[src/rtl/pbp_pkg.sv]
`default_nettype none

package pbp_pkg;

    // Fixed field widths of the stream.
    localparam int WORD_W       = 64;
    localparam int PKT_LEN_W    = 14;
    localparam int MASK_W       = 8;

    // Bytes carried by one input word, and the bits needed to count 0..8 of them.
    localparam int BYTES_PER_WORD = 8;
    localparam int BYTE_CNT_W     = $clog2(BYTES_PER_WORD + 1);

    // Full byte mask of one word.
    localparam logic [MASK_W-1:0] MASK_FULL = 8'hff;

    // Default limit on the sampled packet length.
    localparam int MAX_PACKET_BYTES_DEF = 16383;

    // Per-word result of the length tracker.
    typedef struct packed {
        logic [MASK_W-1:0] mask;
        logic              last;
    } t_word_info;

    // One 128-bit output beat.
    typedef struct packed {
        logic [WORD_W-1:0] beat_low;
        logic [WORD_W-1:0] beat_high;
        logic [MASK_W-1:0] mask_low;
        logic [MASK_W-1:0] mask_high;
        logic              start_of_packet;
        logic              end_of_packet;
    } t_beat;

    // Status of the pairing stage.
    typedef struct packed {
        logic holding;
        logic first_pending;
    } t_pair_status;

endpackage

`default_nettype wire

[src/rtl/pbp_stream_if.sv]
`default_nettype none

// Input channel: one 64-bit packet word per request.
interface pbp_in_if;
    import pbp_pkg::*;

    logic                 valid;
    logic                 ready;
    logic [WORD_W-1:0]    data_word;
    logic [PKT_LEN_W-1:0] packet_length;

    modport source (output valid, output data_word, output packet_length, input ready);
    modport sink   (input valid, input data_word, input packet_length, output ready);
endinterface

// Output channel: one 128-bit beat per request.
interface pbp_out_if;
    import pbp_pkg::*;

    logic              valid;
    logic              ready;
    logic [WORD_W-1:0] beat_low;
    logic [WORD_W-1:0] beat_high;
    logic [MASK_W-1:0] mask_low;
    logic [MASK_W-1:0] mask_high;
    logic              start_of_packet;
    logic              end_of_packet;

    modport source (output valid, output beat_low, output beat_high, output mask_low,
                    output mask_high, output start_of_packet, output end_of_packet,
                    input ready);
    modport sink   (input valid, input beat_low, input beat_high, input mask_low,
                    input mask_high, input start_of_packet, input end_of_packet,
                    output ready);
endinterface

`default_nettype wire

[src/rtl/packet_beat_packer_64_to_128.sv]
`default_nettype none

// Packet beat packer, 64-bit words in, 128-bit beats out. Each request on the
// input carries one word of a packet, byte 0 in the low bits; packet_length is
// sampled only on a packet's first word and is saturated to MAX_PACKET_BYTES.
// A length of zero makes a one-word packet with an all-zero mask. Each word gets
// a byte mask that is full while more than eight bytes remain and otherwise has
// the low remaining bits set. Words are paired into beats, the earlier word in
// the low half; a beat leaves on every second word and on the last word of a
// packet, where an odd last word leaves alone with a zero high half and mask.
// The block takes one word per clock while its input ready is high: the input
// register stage (the length tracker and the held low half) feeds the output
// register directly, so a beat appears in the cycle after the word that completes
// it. Input ready is high while the output register is empty or being drained,
// so a stalled output holds the input back after at most one finished beat.
module packet_beat_packer_64_to_128 #(
    parameter int MAX_PACKET_BYTES = pbp_pkg::MAX_PACKET_BYTES_DEF
) (
    input  wire logic   i_clk,
    input  wire logic   i_rst_n,
    pbp_in_if.sink      i_in,
    pbp_out_if.source   o_out
);
    import pbp_pkg::*;

    localparam int REM_W = $clog2(MAX_PACKET_BYTES + 1);

    logic             w_accept;
    logic             w_out_valid;
    t_word_info       w_info;
    t_beat            w_beat;
    t_pair_status     w_status;
    logic [REM_W-1:0] w_bytes_remaining;

    // A word is taken whenever the output register can hold the beat it may finish.
    assign i_in.ready = !w_out_valid || o_out.ready;
    assign w_accept   = i_in.valid && i_in.ready;

    // Length tracking and byte mask for the word at the input.
    pbp_len #(
        .MAX_PACKET_BYTES (MAX_PACKET_BYTES)
    ) u_len (
        .i_clk             (i_clk),
        .i_rst_n           (i_rst_n),
        .i_accept          (w_accept),
        .i_packet_length   (i_in.packet_length),
        .o_info            (w_info),
        .o_bytes_remaining (w_bytes_remaining)
    );

    // Pairing of words into beats, with the output register.
    pbp_pair u_pair (
        .i_clk       (i_clk),
        .i_rst_n     (i_rst_n),
        .i_accept    (w_accept),
        .i_word      (i_in.data_word),
        .i_info      (w_info),
        .i_out_ready (o_out.ready),
        .o_out_valid (w_out_valid),
        .o_beat      (w_beat),
        .o_status    (w_status)
    );

    assign o_out.valid           = w_out_valid;
    assign o_out.beat_low        = w_beat.beat_low;
    assign o_out.beat_high       = w_beat.beat_high;
    assign o_out.mask_low        = w_beat.mask_low;
    assign o_out.mask_high       = w_beat.mask_high;
    assign o_out.start_of_packet = w_beat.start_of_packet;
    assign o_out.end_of_packet   = w_beat.end_of_packet;

`ifndef SYNTHESIS
    // A word that completes a held low half always produces a beat next cycle.
    a_pair_emits: assert property (@(posedge i_clk) disable iff (!i_rst_n)
        (w_accept && w_status.holding) |=> o_out.valid)
        else $error("paired word did not produce a beat");

    // The remaining byte count never exceeds the configured limit.
    a_rem_bound: assert property (@(posedge i_clk) disable iff (!i_rst_n)
        w_bytes_remaining <= REM_W'(MAX_PACKET_BYTES))
        else $error("bytes remaining above limit");

    // A high half only carries bytes when the low half was full.
    a_high_needs_full_low: assert property (@(posedge i_clk) disable iff (!i_rst_n)
        o_out.valid |-> (o_out.mask_high == '0 || o_out.mask_low == MASK_FULL))
        else $error("high mask set with partial low mask");

    // While a low half is held, the packet cannot be between packets.
    a_hold_in_packet: assert property (@(posedge i_clk) disable iff (!i_rst_n)
        w_status.holding |-> (w_bytes_remaining != '0))
        else $error("low half held with no bytes remaining");
`endif

endmodule

`default_nettype wire

[src/rtl/pbp_len.sv]
`default_nettype none

// Tracks the bytes left in the current packet and derives each word's byte mask.
module pbp_len #(
    parameter int MAX_PACKET_BYTES = pbp_pkg::MAX_PACKET_BYTES_DEF
) (
    input  wire logic                                    i_clk,
    input  wire logic                                    i_rst_n,
    input  wire logic                                    i_accept,
    input  wire logic [pbp_pkg::PKT_LEN_W-1:0]           i_packet_length,
    output pbp_pkg::t_word_info                          o_info,
    output logic [$clog2(MAX_PACKET_BYTES+1)-1:0]        o_bytes_remaining
);
    import pbp_pkg::*;

    localparam int REM_W = $clog2(MAX_PACKET_BYTES + 1);
    localparam int CMP_W = (REM_W > PKT_LEN_W) ? REM_W : PKT_LEN_W;
    localparam logic [CMP_W-1:0] MAX_CMP = CMP_W'(MAX_PACKET_BYTES);

    logic [REM_W-1:0]      r_rem;
    logic [REM_W-1:0]      n_rem;
    logic [CMP_W-1:0]      w_len_ext;
    logic [REM_W-1:0]      w_sampled;
    logic [REM_W-1:0]      w_cur;
    logic                  w_more;
    logic [MASK_W:0]       w_one_hot;
    logic [MASK_W:0]       w_mask_full;

    always_comb begin
        w_len_ext = CMP_W'(i_packet_length);
        w_sampled = (w_len_ext > MAX_CMP) ? MAX_CMP[REM_W-1:0] : w_len_ext[REM_W-1:0];
        // A packet starts on the word that arrives with nothing left to count.
        w_cur     = (r_rem == '0) ? w_sampled : r_rem;
        w_more    = w_cur > REM_W'(BYTES_PER_WORD);
        // For a tail word the low w_cur bits are set; eight wraps to a full mask.
        w_one_hot   = (MASK_W+1)'(1) << w_cur[BYTE_CNT_W-1:0];
        w_mask_full = w_one_hot - (MASK_W+1)'(1);
        o_info.mask = w_more ? MASK_FULL : w_mask_full[MASK_W-1:0];
        o_info.last = !w_more;
        n_rem       = w_more ? (w_cur - REM_W'(BYTES_PER_WORD)) : '0;
    end

    always_ff @(posedge i_clk) begin
        if (!i_rst_n) begin
            r_rem <= '0;
        end else if (i_accept) begin
            r_rem <= n_rem;
        end
    end

    assign o_bytes_remaining = r_rem;

endmodule

`default_nettype wire

[src/rtl/pbp_pair.sv]
`default_nettype none

// Pairs words into beats and holds the finished beat in the output register.
module pbp_pair (
    input  wire logic                          i_clk,
    input  wire logic                          i_rst_n,
    input  wire logic                          i_accept,
    input  wire logic [pbp_pkg::WORD_W-1:0]    i_word,
    input  wire pbp_pkg::t_word_info           i_info,
    input  wire logic                          i_out_ready,
    output logic                               o_out_valid,
    output pbp_pkg::t_beat                     o_beat,
    output pbp_pkg::t_pair_status              o_status
);
    import pbp_pkg::*;

    logic [WORD_W-1:0] r_held_word;
    logic [MASK_W-1:0] r_held_mask;
    logic              r_holding;
    logic              r_first;
    logic              r_out_valid;
    t_beat             r_beat;
    t_beat             n_beat;
    logic              w_load;

    always_comb begin
        w_load = i_accept && (r_holding || i_info.last);
        if (r_holding) begin
            n_beat = '{beat_low: r_held_word, beat_high: i_word,
                       mask_low: r_held_mask, mask_high: i_info.mask,
                       start_of_packet: r_first, end_of_packet: i_info.last};
        end else begin
            n_beat = '{beat_low: i_word, beat_high: '0,
                       mask_low: i_info.mask, mask_high: '0,
                       start_of_packet: r_first, end_of_packet: 1'b1};
        end
    end

    always_ff @(posedge i_clk) begin
        if (!i_rst_n) begin
            r_holding   <= 1'b0;
            r_first     <= 1'b1;
            r_out_valid <= 1'b0;
        end else begin
            if (i_accept) begin
                if (r_holding) begin
                    r_holding <= 1'b0;
                    r_first   <= i_info.last;
                end else if (i_info.last) begin
                    r_first   <= 1'b1;
                end else begin
                    r_holding <= 1'b1;
                end
            end
            if (w_load) begin
                r_out_valid <= 1'b1;
            end else if (i_out_ready) begin
                r_out_valid <= 1'b0;
            end
        end
    end

    always_ff @(posedge i_clk) begin
        if (i_accept && !r_holding) begin
            r_held_word <= i_word;
            r_held_mask <= i_info.mask;
        end
        if (w_load) begin
            r_beat <= n_beat;
        end
    end

    assign o_out_valid            = r_out_valid;
    assign o_beat                 = r_beat;
    assign o_status.holding       = r_holding;
    assign o_status.first_pending = r_first;

endmodule

`default_nettype wire

[src/flat_wrapper.sv]
// flat-port wrapper written by rule: the top's interface ports become plain ports
module packet_beat_packer_64_to_128_flat import pbp_pkg::*;
#(
    parameter int MAX_PACKET_BYTES = pbp_pkg::MAX_PACKET_BYTES_DEF
)
  (i_clk, i_rst_n, i_in_valid, i_in_data_word, i_in_packet_length, i_in_ready, o_out_valid, o_out_beat_low, o_out_beat_high, o_out_mask_low, o_out_mask_high, o_out_start_of_packet, o_out_end_of_packet, o_out_ready);
  pbp_in_if i_in_i ();
  pbp_out_if o_out_i ();
  input  wire logic i_clk;
  input  wire logic i_rst_n;
  input wire logic [$bits(i_in_i.valid)-1:0] i_in_valid;
  input wire logic [$bits(i_in_i.data_word)-1:0] i_in_data_word;
  input wire logic [$bits(i_in_i.packet_length)-1:0] i_in_packet_length;
  output wire logic [$bits(i_in_i.ready)-1:0] i_in_ready;
  output wire logic [$bits(o_out_i.valid)-1:0] o_out_valid;
  output wire logic [$bits(o_out_i.beat_low)-1:0] o_out_beat_low;
  output wire logic [$bits(o_out_i.beat_high)-1:0] o_out_beat_high;
  output wire logic [$bits(o_out_i.mask_low)-1:0] o_out_mask_low;
  output wire logic [$bits(o_out_i.mask_high)-1:0] o_out_mask_high;
  output wire logic [$bits(o_out_i.start_of_packet)-1:0] o_out_start_of_packet;
  output wire logic [$bits(o_out_i.end_of_packet)-1:0] o_out_end_of_packet;
  input wire logic [$bits(o_out_i.ready)-1:0] o_out_ready;
  assign i_in_i.valid = i_in_valid;
  assign i_in_i.data_word = i_in_data_word;
  assign i_in_i.packet_length = i_in_packet_length;
  assign i_in_ready = i_in_i.ready;
  assign o_out_valid = o_out_i.valid;
  assign o_out_beat_low = o_out_i.beat_low;
  assign o_out_beat_high = o_out_i.beat_high;
  assign o_out_mask_low = o_out_i.mask_low;
  assign o_out_mask_high = o_out_i.mask_high;
  assign o_out_start_of_packet = o_out_i.start_of_packet;
  assign o_out_end_of_packet = o_out_i.end_of_packet;
  assign o_out_i.ready = o_out_ready;
  packet_beat_packer_64_to_128 #(.MAX_PACKET_BYTES(MAX_PACKET_BYTES)) u_core (.i_clk(i_clk), .i_rst_n(i_rst_n), .i_in(i_in_i), .o_out(o_out_i));
endmodule
[config.mk]
export PLATFORM = sky130hd
export DESIGN_NAME = packet_beat_packer_64_to_128_flat
export DESIGN_NICKNAME = d
export VERILOG_FILES = /design/src/rtl/pbp_pkg.sv /design/src/rtl/pbp_stream_if.sv /design/src/rtl/packet_beat_packer_64_to_128.sv /design/src/rtl/pbp_len.sv /design/src/rtl/pbp_pair.sv /design/src/flat_wrapper.sv
export SDC_FILE = /design/constraint.sdc
export NUM_CORES = 1
export LEC_CHECK = 0
export BUFFER_PORTS_ARGS = -buffer_cell sky130_fd_sc_hd__buf_2
export CAP_MARGIN = 25
export CORE_UTILIZATION = 41
export DETAILED_ROUTE_END_ITERATION = 10
export PLACE_DENSITY_LB_ADDON = 0.1
export SLEW_MARGIN = 0
export SYNTH_ARGS = -nofsm -noshare
export SYNTH_HDL_FRONTEND = slang
export SYNTH_SLANG_ARGS = --single-unit
export TNS_END_PERCENT = 20
[constraint.sdc]
create_clock -name i_clk -period 13.06 [get_ports i_clk]
set_clock_uncertainty 0.1 [all_clocks]
set_input_delay 1.959 -clock i_clk [delete_from_list [all_inputs] [get_ports i_clk]]
set_output_delay 1.959 -clock i_clk [all_outputs]
set_load 0.1 [all_outputs]
### Word-level counts from Yosys, hierarchy flattened

Cells that the tools add are included.

* output and inout bits: 148
* register bits after elaboration: 235
* bits in writable memories: 0
* ROM bits: 0
* bits in latches: 0
* logic and storage cells: 40
* bits of input ports: 82
* memories kept: 0

* add/subtract/negate cells: 2
* shifts and indexed selects: 1
* reductions and logical operators: 11
* muxes and demuxes: 11
* bitwise operators: 0
* $mul: 0
* $lt $le $gt $ge: 2
* eq/ne operators: 1
* div/mod/pow operators: 0

Operators by type and width (count)
* two-way mux 146 bit: 1
* two-way mux 14 bit: 3
* greater-than comparator 14 bit, second input constant: 1
* greater-than comparator 14 x 4 -> 1 bit, second input constant: 1
* logical NOT 14 bit: 1
* subtractor 14 x 4 -> 14 bit, second input constant: 1
* two-way mux 8 bit: 1
* << shifter 1 x 4 -> 8 bit, first input constant: 1
* subtractor 8 x 1 -> 8 bit, second input constant: 1
* two-way mux 1 bit: 6
* logical AND 1 bit: 3
* logical NOT 1 bit: 3
* logical OR 1 bit: 2
* inequality test 2 bit, second input constant: 1
* AND reduction 2 bit: 1
* nonzero test 2 bit: 1

### Depth between registers and ports, before layout

Gate-level depths: netlist of the first run.

* depth after elaboration: 8
* depth in mapped cells: 13
* depth with buffers taken out: 9

### By module

From an unflattened synthesis of the first run, not the netlist that was laid out.

* cells, all modules: 582
* area total of the unflattened synthesis: 9460.3 um2

By module, submodules not included
* pbp_pair: area each 8047.7 um2, cells each 395, seq. area each 6606.3 um2, instances 1
* pbp_len: area each 1390.1 um2, cells each 185, seq. area each 280.3 um2, instances 1
* packet_beat_packer_64_to_128: area each 22.5 um2, cells each 2, seq. area each 0.0 um2, instances 1

### Worst setup path before layout of the first run

No wires, ideal clock.

* kind: input to register
* from: input i_in_packet_length[11]
* to: register u_core.u_pair.r_beat (netlist bit u_core.u_pair.o_beat[0]) (enable)
* stages: 7
* setup slack: 2807 ps
* buffers on the path: 1
* arrival: 9500 ps
* library setup time: 653 ps
* path through: or4_1 -> nor3_1 -> o21ai_1 -> nor4_2 -> buf_2 -> nor2_1 -> nor2_1

* word-level cells in the longest chain between the ends: 7

RTL lines
* start: declaration: RTL line flat_wrapper.sv:13 `input wire logic [$bits(i_in_i.packet_length)-1:0] i_in_packet_length;`
* greater-than comparator 14 bit: RTL line pbp_len.sv:31 `w_sampled = (w_len_ext > MAX_CMP) ? MAX_CMP[REM_W-1:0] : w_len_ext[REM_W-1:0];`
* two-way mux 14 bit *: RTL line pbp_len.sv:31
* two-way mux 14 bit *: RTL line pbp_len.sv:33 `w_cur = (r_rem == '0) ? w_sampled : r_rem;`
* greater-than comparator 14 x 4 -> 1 bit *: RTL line pbp_len.sv:34 `w_more = w_cur > REM_W'(BYTES_PER_WORD);`
* logical NOT 1 bit *: RTL line pbp_len.sv:39 `o_info.last = !w_more;`
* logical OR 1 bit *: RTL line pbp_pair.sv:27 `w_load = i_accept && (r_holding || i_info.last);`
* logical AND 1 bit *: RTL line pbp_pair.sv:27
* net u_core.u_pair.w_load: RTL line pbp_pair.sv:24 `logic w_load;`
* end signal: assignment: RTL line pbp_pair.sv:69 `r_beat <= n_beat;`
* end: declaration: RTL line pbp_pair.sv:22 `t_beat r_beat;`

The timed path passes the listed nets; every way through them passes the cells marked *.
A chain may end at the register's enable or synchronous reset.

### Worst setup path in the final report of the first run

* from: input i_in_packet_length[11]
* to: register u_core.u_pair.r_beat (netlist bit u_core.u_pair.o_beat[32]) (enable)

The elaborated chain is that of the path after synthesis.

==> results of run 1 <==
-- per-layer routing --
metal	wire length, µm	vias up	share of wire
li1	-	2645	-
met1	7788	2718	0.41
met2	9610	217	0.50
met3	1280	35	0.067
met4	404	0	0.021
met5	0	-	0
-- through the flow --
step	instance area [µm²]	hold WS, ps	worst slack, ps	util
floorplan	9260	308.1	2807	-
global placement	10710	316.1	7257	0.4875
detailed placement	10710	326.1	7154	0.4875
CTS	11470	341.3	7683	0.5222
global route	11470	344.1	7368	0.5223
finish	11470	341.7	7723	0.5223
-- cell usage in the layout (no fill, tap or decap), types with 4 or more instances in the layout --
cell       netlist  layout
buf_2            4     229
edfxtp_1       218     218
and2_1          76      76
mux2_2          73      73
clkbuf_16        0      25
nor2_1          23      21
nand2_1         20      20
dfxtp_1         17      16
a21oi_1         13      13
clkbuf_1        20      10
o21ai_0          9       9
nor3_1           6       6
nand3_1          6       6
nand2b_1         5       5
clkinv_1         1       5
buf_4            0       5
nand4_1          4       4
or4_1            4       4
nor3b_1          4       4
a41oi_1          4       4
mux2i_1          4       4
o31ai_1          4       4
o211ai_1         4       4
-- cell families after synthesis --
group | count (synthesis)
AND/OR/NAND/NOR | 167
adder cells (fa/ha/maj) | 2
flip-flops | 235
buffers and inverters | 31
XOR/XNOR | 2
AO/OA/AOI/OAI | 54
multiplexers | 77
-- state kept, by name, indices dropped and copies added (netlist names) --
| name | flops |
|---|---|
| u_core.u_pair.r_holding | 1 |
| u_core.u_pair.r_held_mask | 8 |
| u_core.u_len.o_bytes_remaining | 14 |
| u_core.u_pair.o_beat | 146 |
| u_core.u_pair.r_held_word | 64 |
| u_core.u_pair.o_out_valid | 1 |
| u_core.u_pair.r_first | 1 |
-- worst max-delay path, cell delays in order --
cell,delay [ps]
buf_2,110
or4_1,580
nor3_1,230
o21ai_1,120
nor4_2,270
nor2_1,110
nor2_4,360
buf_4,700
buf_4,850
-- cell type report --
cell class,count,area [µm²]
antenna,1,2.502
tap,280,350.3
clock inverter,10,98.84
timing repair buffer,234,1184
inverter,4,15.01
sequential,235,6890
multi-input combinational,302,2266
fill,1845,10490
clock buffer,35,663.1
-- how the worst max path moves through the flow --
stage | slack, ps | to
after floorplan | 2810 | u_core.u_pair.o_beat[0]
after global placement | 7260 | u_core.u_pair.o_beat[101]
after detailed placement | 7150 | u_core.u_pair.o_beat[44]
after CTS | 7680 | u_core.u_pair.o_beat[44]
after global routing | 7370 | u_core.u_pair.o_beat[89]
final | 7720 | u_core.u_pair.o_beat[32]
==> results.cfg, run 1 <==
[synth]
synth_area_um2 = 9260
synthSimpleGateAreaFrac = 0.1040
synth-seq-cells = 235
synth-main-ff-cell = edfxtp_1
syn_inst = 568
synthTopCellsByArea = edfxtp_1 71%, mux2_2 8.9%, and2_1 5.1%
async_reset_ff_frac = 0
yosysUniqueCellTypes = 52
synth_edf_count = 218
ys_warn_count = 0
muxShareOfSynthArea = 0.09310
synth.yosys.seq_area_share = 0.7437
synth_compound_area_frac = 0.04135
synthAdderAreaFrac = 0.002702
ys_top_cells_by_count = 218 x edfxtp_1, 76 x and2_1, 73 x mux2_2
synth.most_common_cell = edfxtp_1
synth_nets = 652
synth_top_family_by_area = simple AND/OR/NAND/NOR gates
synth_top_area_frac = 0.7069
postSynthAreaPerCell_um2 = 16.30
yosysTopAreaCell = edfxtp_1
synth_xor_area_frac = 0.001892

[critical_path]
cp_max_fo = 73
crit_required_ps = 13080
r2r_slack_ps = 8960
startpoint_type = primary input
worstSetupPathType = primary input to flop
reg2reg_depth = 8
end_kind = flop
reg2reg_to = u_core.u_pair.o_beat[32]
rr_startpoint = u_core.u_len.o_bytes_remaining[8]
worstPathArrival_ps = 5360
startpoint = i_in_packet_length[11]

[layout]
layoutNonFillerInstCount = 1101
syn_to_final_growth_pct = 23.86
drive_gt1_frac = 0.4280
layout.nets = 886

[min_path]
worstHoldEndpoint = u_core.u_pair.o_beat[1]
hold_class = flop to flop
hold_path_depth = 0
min_from = u_core.u_pair.r_first

[grt]
track_usage = 0.1639
grt_pass1_vias = 5556
grt_start_max_net_pins = 86
use_met3 = 0.03214
grt-busiest-layer = met2
overflow = 0
grt_pass1_wl_um = 30400
grtUsageMet1 = 0.2064
met2_usage = 0.2848
antenna_found_initial = 1

[die]
core-area_um2 = 21960
die_w_um = 152.3
num_io_pins = 230
chipHeight_um = 152.3
die_area_um2 = 23190
placementRows = 54
initial_core_util = 0.4217

[clock_network]
cts_tree = built
clock-sinks = 235
worstSkewPairLatency_ps = 500
clk_pin_slew_ps = 60
root_buffer = clkbuf_16
cts.path.max_buffers = 3
cts_setup_buffers = 0
cts_resized = 0
hold_buffers = 0
numCtsBuffers = 25
h-tree-depth = 1

[drt]
firstDrtPassIters = 8
drc = 18
drt-vias-per-instance = 5.100
routed_wl_um = 19080
postRouteAntennaNets = 0
vias = 5615
wl_per_cell_um = 17.33
drtIter0Drc = 347

[outcome]
outcome = finished, violations left
violations = design-rule violations

[sta]
max_freq_ghz = 0.1874
relSlewSlack = 0.3015
maxSlewViolCount = 0
finalSetupViolCount = 0
finalCritPeriodShare = 0.4087
layout_min_cycle_time_ps = 5337
tightest_slew_ps = 1048
setup_tns_ps = 0
rsz0062_at_grt = no
hold_viol = 0

[place]
place_congestion = 0.9651
dp.cells = 1055
port_buffers = 229
hpwl_um = 12640

[job]
maxCapViolCount = 0
Power of run 1 is left out: the tool's default activity adds up to more than one toggle a clock period on the data nets, which glitch-free logic cannot reach.
==> run 2, diff against run 1 <==
--- a/config.mk
+++ b/config.mk
@@ -5,6 +5,7 @@
 export SDC_FILE = /design/constraint.sdc
 export NUM_CORES = 1
 export LEC_CHECK = 0
+export ABC_AREA = 1
 export BUFFER_PORTS_ARGS = -buffer_cell sky130_fd_sc_hd__buf_2
 export CAP_MARGIN = 25
 export CORE_UTILIZATION = 41
==> constraint.sdc (replaced) <==
create_clock -name i_clk -period 5.4 [get_ports i_clk]
set_clock_uncertainty 0.1 [all_clocks]
set_input_delay 0.81 -clock i_clk [delete_from_list [all_inputs] [get_ports i_clk]]
set_output_delay 0.81 -clock i_clk [all_outputs]
set_load 0.1 [all_outputs]
==> run 2 against run 1 <==
The run now ends clean. Register-to-register slack worse by 7000 ps. Flip-flop and latch count is the same. Area after synthesis up 2.8%. Global-route usage grew 0.92 points. Critical path depth up 3. Worst setup slack worse by 5700 ps. Core utilization decreased by 0.65 points. Critical path type is now flop to flop.
==> results.cfg, run 2 <==
[layout]
layout_common_cells = 349 x nand2_1, 229 x buf_2, 218 x edfxtp_1, 100 x inv_1, 32 x nor2_1
drive_gt1_frac = 0.2711
syn_to_final_growth_pct = 23.10
layout.nets = 1170
antenna_cells = 0
fillers = 2096
final_common_cell = nand2_1
largest_register_ffs = 146

[sta]
finalCritPeriodShare = 0.6345
fin_ws_ps = 1974
relSlewSlack = 0.3971
max_freq_ghz = 0.2918
finalSetupViolCount = 0
maxSlewViolCount = 0
hold_viol = 0
rsz0062_at_grt = no
tightest_slew_ps = 904.4
layout_min_cycle_time_ps = 3426

[critical_path]
worstSetupPathType = flop to flop
worstPathArrival_ps = 3510
startpoint = u_core.u_len.o_bytes_remaining[5]
endpoint = u_core.u_pair.o_beat[133]
cp_max_fo = 103
crit_required_ps = 5490
rr_startpoint = u_core.u_len.o_bytes_remaining[5]
r2r_slack_ps = 1970
reg2reg_to = u_core.u_pair.o_beat[133]
end_kind = flop
reg2reg_depth = 12
startpoint_type = flop

[synth]
async_reset_ff_frac = 0
synthTopCellsByArea = edfxtp_1 69%, nand2_1 14%, inv_1 3.9%
yosysUniqueCellTypes = 32
synth_top_area_frac = 0.6879
postSynthAreaPerCell_um2 = 11.17
ys_warn_count = 0
synth_area_um2 = 9517
syn_inst = 852
synth-seq-cells = 235
synth.yosys.seq_area_share = 0.7236
synth-main-ff-cell = edfxtp_1
synth_edf_count = 218
synth.most_common_cell = nand2_1
yosysTopAreaCell = edfxtp_1
synth_nets = 936
ys_top_cells_by_count = 350 x nand2_1, 218 x edfxtp_1, 100 x inv_1

[drt]
drc = 0
drtIter0Drc = 310
postRouteAntennaNets = 0
vias = 6410
drt-vias-per-instance = 4.618
firstDrtPassIters = 5
wl_per_cell_um = 15.04
routed_wl_um = 20870

[die]
core-area_um2 = 22710
num_io_pins = 230
die_w_um = 154.4
initial_core_util = 0.4191
chipHeight_um = 154.4
placementRows = 55
die_area_um2 = 23820

[clock_network]
worstSkewPairLatency_ps = 510
clk_pin_slew_ps = 60
cts.path.max_buffers = 3
cts_setup_buffers = 0
root_buffer = clkbuf_16
numCtsBuffers = 26
h-tree-depth = 1
hold_buffers = 0
cts_resized = 0
clock-sinks = 235
cts_tree = built

[place]
hpwl_um = 13310
pre_cts_ws_ps = 1626
place_congestion = 0.8250
port_buffers = 229

[grt]
overflow = 0
grt_pass1_vias = 6071
grt_start_max_net_pins = 104
antenna_found_initial = 0
grt_pass1_wl_um = 32460
track_usage = 0.1731

[min_path]
min_from = u_core.u_pair.r_first
hold_class = flop to flop

[outcome]
outcome = complete, no violations

[job]
maxCapViolCount = 0
==> run 2: changes by cell type after synthesis, moves of 7 or more <==
cell	change
and2_1	-76
inv_1	+97
mux2_2	-73
nand2_1	+330
nand2_2	+8
nand3_1	+19
nand3b_1	+7
nor2_1	+10
==> run 2: routing by layer <==
metal / GRT usage / share of wire / vias up
met5: 0 / 0 / -
met4: 0.04290 / 0.016 / 0
met3: 0.03867 / 0.065 / 27
met2: 0.2944 / 0.48 / 197
met1: 0.2254 / 0.44 / 2953
li1: - / - / 3233
==> run 2: through the flow <==
stage                     hold WS [ps]  cell area, µm²  instances    util  setup TNS (ps)
final                            338.4           11720       1388  0.5159               0
after global routing             358.0           11720       1388  0.5159               0
after CTS                        341.2           11720       1388  0.5159               0
after detailed placement         326.1           10970       1343  0.4830               0
after global placement           330.0           10970       1343  0.4830               0
after floorplan                  308.6            9519        852       -          -23650
==> run 2: worst min-delay path by stage <==
stage,cells after the start,slack (ps),end
floorplan,0,310,u_core.u_pair.o_beat[1]
global placement,0,330,u_core.u_pair.o_beat[1]
detailed placement,0,330,u_core.u_pair.o_beat[1]
CTS,0,340,u_core.u_pair.o_beat[1]
global route,0,360,u_core.u_pair.o_beat[1]
finish,0,340,u_core.u_pair.o_beat[1]
==> run 2: logic make-up after synthesis <==
| group | Yosys count | share of synthesized area |
|---|---|---|
| AO/OA/AOI/OAI | 37 | 0.02327 |
| flip-flops | 235 | 0.7236 |
| adder cells (fa/ha/maj) | 2 | 0.002629 |
| buffers and inverters | 136 | 0.05601 |
| AND/OR/NAND/NOR | 442 | 0.1945 |
==> run 2: cell type report <==
class | instances | area, µm² | share of cell area
clock buffers | 35 | 705.7 | 0.06024
clock inverters | 10 | 40.04 | 0.003418
inverters | 108 | 405.4 | 0.03460
multi-input cells | 481 | 2121 | 0.1810
flip-flops and latches | 235 | 6890 | 0.5882
well taps | 285 | 356.6 | 0.03044
repair buffers | 234 | 1196 | 0.1021
==> run 2: critical path, cell delays in order, from the launching register on <==
cell and delay, ps:
dfxtp_1 330, nor2_1 110, nand2_1 90, nor2_4 390
nand3_1 140, nand2_1 160, nand2_2 100, nor2_2 160
nand2_4 90, nor2_8 240, nand2_4 120, nand2_8 590
buf_4 440
Power of run 2 is left out for the same reason.
==> run 3, diff against run 2 <==
==> constraint.sdc (replaced) <==
create_clock -name i_clk -period 3.6 [get_ports i_clk]
set_clock_uncertainty 0.1 [all_clocks]
set_input_delay 0.54 -clock i_clk [delete_from_list [all_inputs] [get_ports i_clk]]
set_output_delay 0.54 -clock i_clk [all_outputs]
set_load 0.1 [all_outputs]
==> run 3 against run 2 <==
Critical path depth stayed put. Wire length down 0.52%. Critical path type unchanged. Count of clock-buffer cells in the layout decreased by 6. Largest cell class unchanged. Critical endpoint is now u_core.u_pair.o_beat[33].
==> results.cfg, run 3 (synthesis results as in run 2) <==
[clock_network]
cts_resized = 0
numCtsBuffers = 26
cts.path.max_buffers = 3
clock-sinks = 235
hold_buffers = 0
cts_tree = built
h-tree-depth = 1
worstSkewPairLatency_ps = 520
cts_setup_buffers = 0
clk_pin_slew_ps = 60
root_buffer = clkbuf_16

[critical_path]
worstPathArrival_ps = 3040
end_kind = flop
worstSetupPathType = flop to flop
max_stage_delay_ps = 400
critPathMostFrequentCell = nand2_1
crit_required_ps = 3710
startpoint_type = flop
path_delay_family = simple AND/OR/NAND/NOR gates
slowest_stage = nor2_4
crit_path_cell_trace = nor2_1 > nand2_1 > nor2_4 > nand3b_1 > nand2_1 > nand2_1 > nor2_2 > nand2_4 > nor2_8 > nand2_4 > nand2_8 > buf_12
cp_max_fo = 43
path_buf_inv = 1

[die]
core-area_um2 = 22710
die_w_um = 154.4
die_area_um2 = 23820
chipHeight_um = 154.4
num_io_pins = 230
placementRows = 55
initial_core_util = 0.4191

[place]
port_buffers = 229
place_congestion = 0.8338
hpwl_um = 13570

[sta]
tightest_slew_ps = 866.5
finalSetupViolCount = 0
max_freq_ghz = 0.3415
hold_viol = 0
layout_min_cycle_time_ps = 2928
relSlewSlack = 0.4223
setup_tns_ps = 0
finalCritPeriodShare = 0.8135
rsz0062_at_grt = no
maxSlewViolCount = 0

[grt]
grt_pass1_wl_um = 32670
use_met3 = 0.03811
track_usage = 0.1737
grt_pass1_vias = 6048
grt_start_max_net_pins = 82
grt-busiest-layer = met2
grtUsageMet1 = 0.2403
overflow = 0
met2_usage = 0.2764
antenna_found_initial = 1

[layout]
layout_common_cells = 348 x nand2_1, 229 x buf_2, 218 x edfxtp_1, 100 x inv_1, 32 x nor2_1
final_common_cell = nand2_1
drive_gt1_frac = 0.2820
syn_to_final_growth_pct = 25.09
layout.nets = 1174
largest_register_ffs = 146
antenna_cells = 0

[min_path]
hold_class = primary input to flop

[outcome]
outcome = complete, no violations

[drt]
firstDrtPassIters = 5
wl_per_cell_um = 14.88
routed_wl_um = 20760
drc = 0
vias = 6458
drt-vias-per-instance = 4.629
drtIter0Drc = 501
postRouteAntennaNets = 0

[job]
maxCapViolCount = 0
==> run 3: cell types whose count changed in the layout (fill, tap and decap cells not counted), sizes merged <==
cell | previous run | this run
buf | 234 | 238
bufinv | 0 | 4
clkbuf | 35 | 29
clkinv | 12 | 15
clkinvlp | 0 | 1
inv | 106 | 107
==> run 3: final timing paths <==
path / to / cells past startpoint / startpoint / slack, ps
max: u_core.u_pair.o_beat[33] / 12 / u_core.u_len.o_bytes_remaining[10] / 670
min: u_core.u_pair.r_held_word[60] / 1 / i_in_data_word[60] / 120
max reg2reg: u_core.u_pair.o_beat[33] / 12 / u_core.u_len.o_bytes_remaining[10] / 670
min reg2reg: u_core.u_pair.o_beat[1] / 0 / u_core.u_pair.r_first / 360
==> run 3: area by class of cell <==
class	count	area, µm²
Multi-Input combinational cell	481	2123
Tap cell	285	356.6
Timing Repair Buffer	238	1251
Clock inverter	19	193.9
Sequential cell	235	6890
Fill cell	2065	10810
Inverter	108	405.4
Clock buffer	29	683.2
==> run 3: metal layers <==
layer	vias to the layer above	wire length [µm]
met5	-	10
met4	2	525
met3	39	1282
met2	201	9472
met1	2976	9473
li1	3240	-
==> run 3: stage by stage <==
stage / setup WS [ps] / utilization / std cells / hold WS (ps) / instance area, µm²
finish: 671.6 / 0.5242 / 1395 / 123.9 / 11900
global route: 464.7 / 0.5242 / 1395 / 108.3 / 11900
CTS: 657.7 / 0.5242 / 1395 / 106.8 / 11900
global placement: 686.6 / 0.4856 / 1347 / 324.3 / 11030
detailed placement: 664.3 / 0.4856 / 1347 / 343.9 / 11030
floorplan: 78.15 / - / 852 / 308.6 / 9543
Power of run 3 is left out for the same reason.
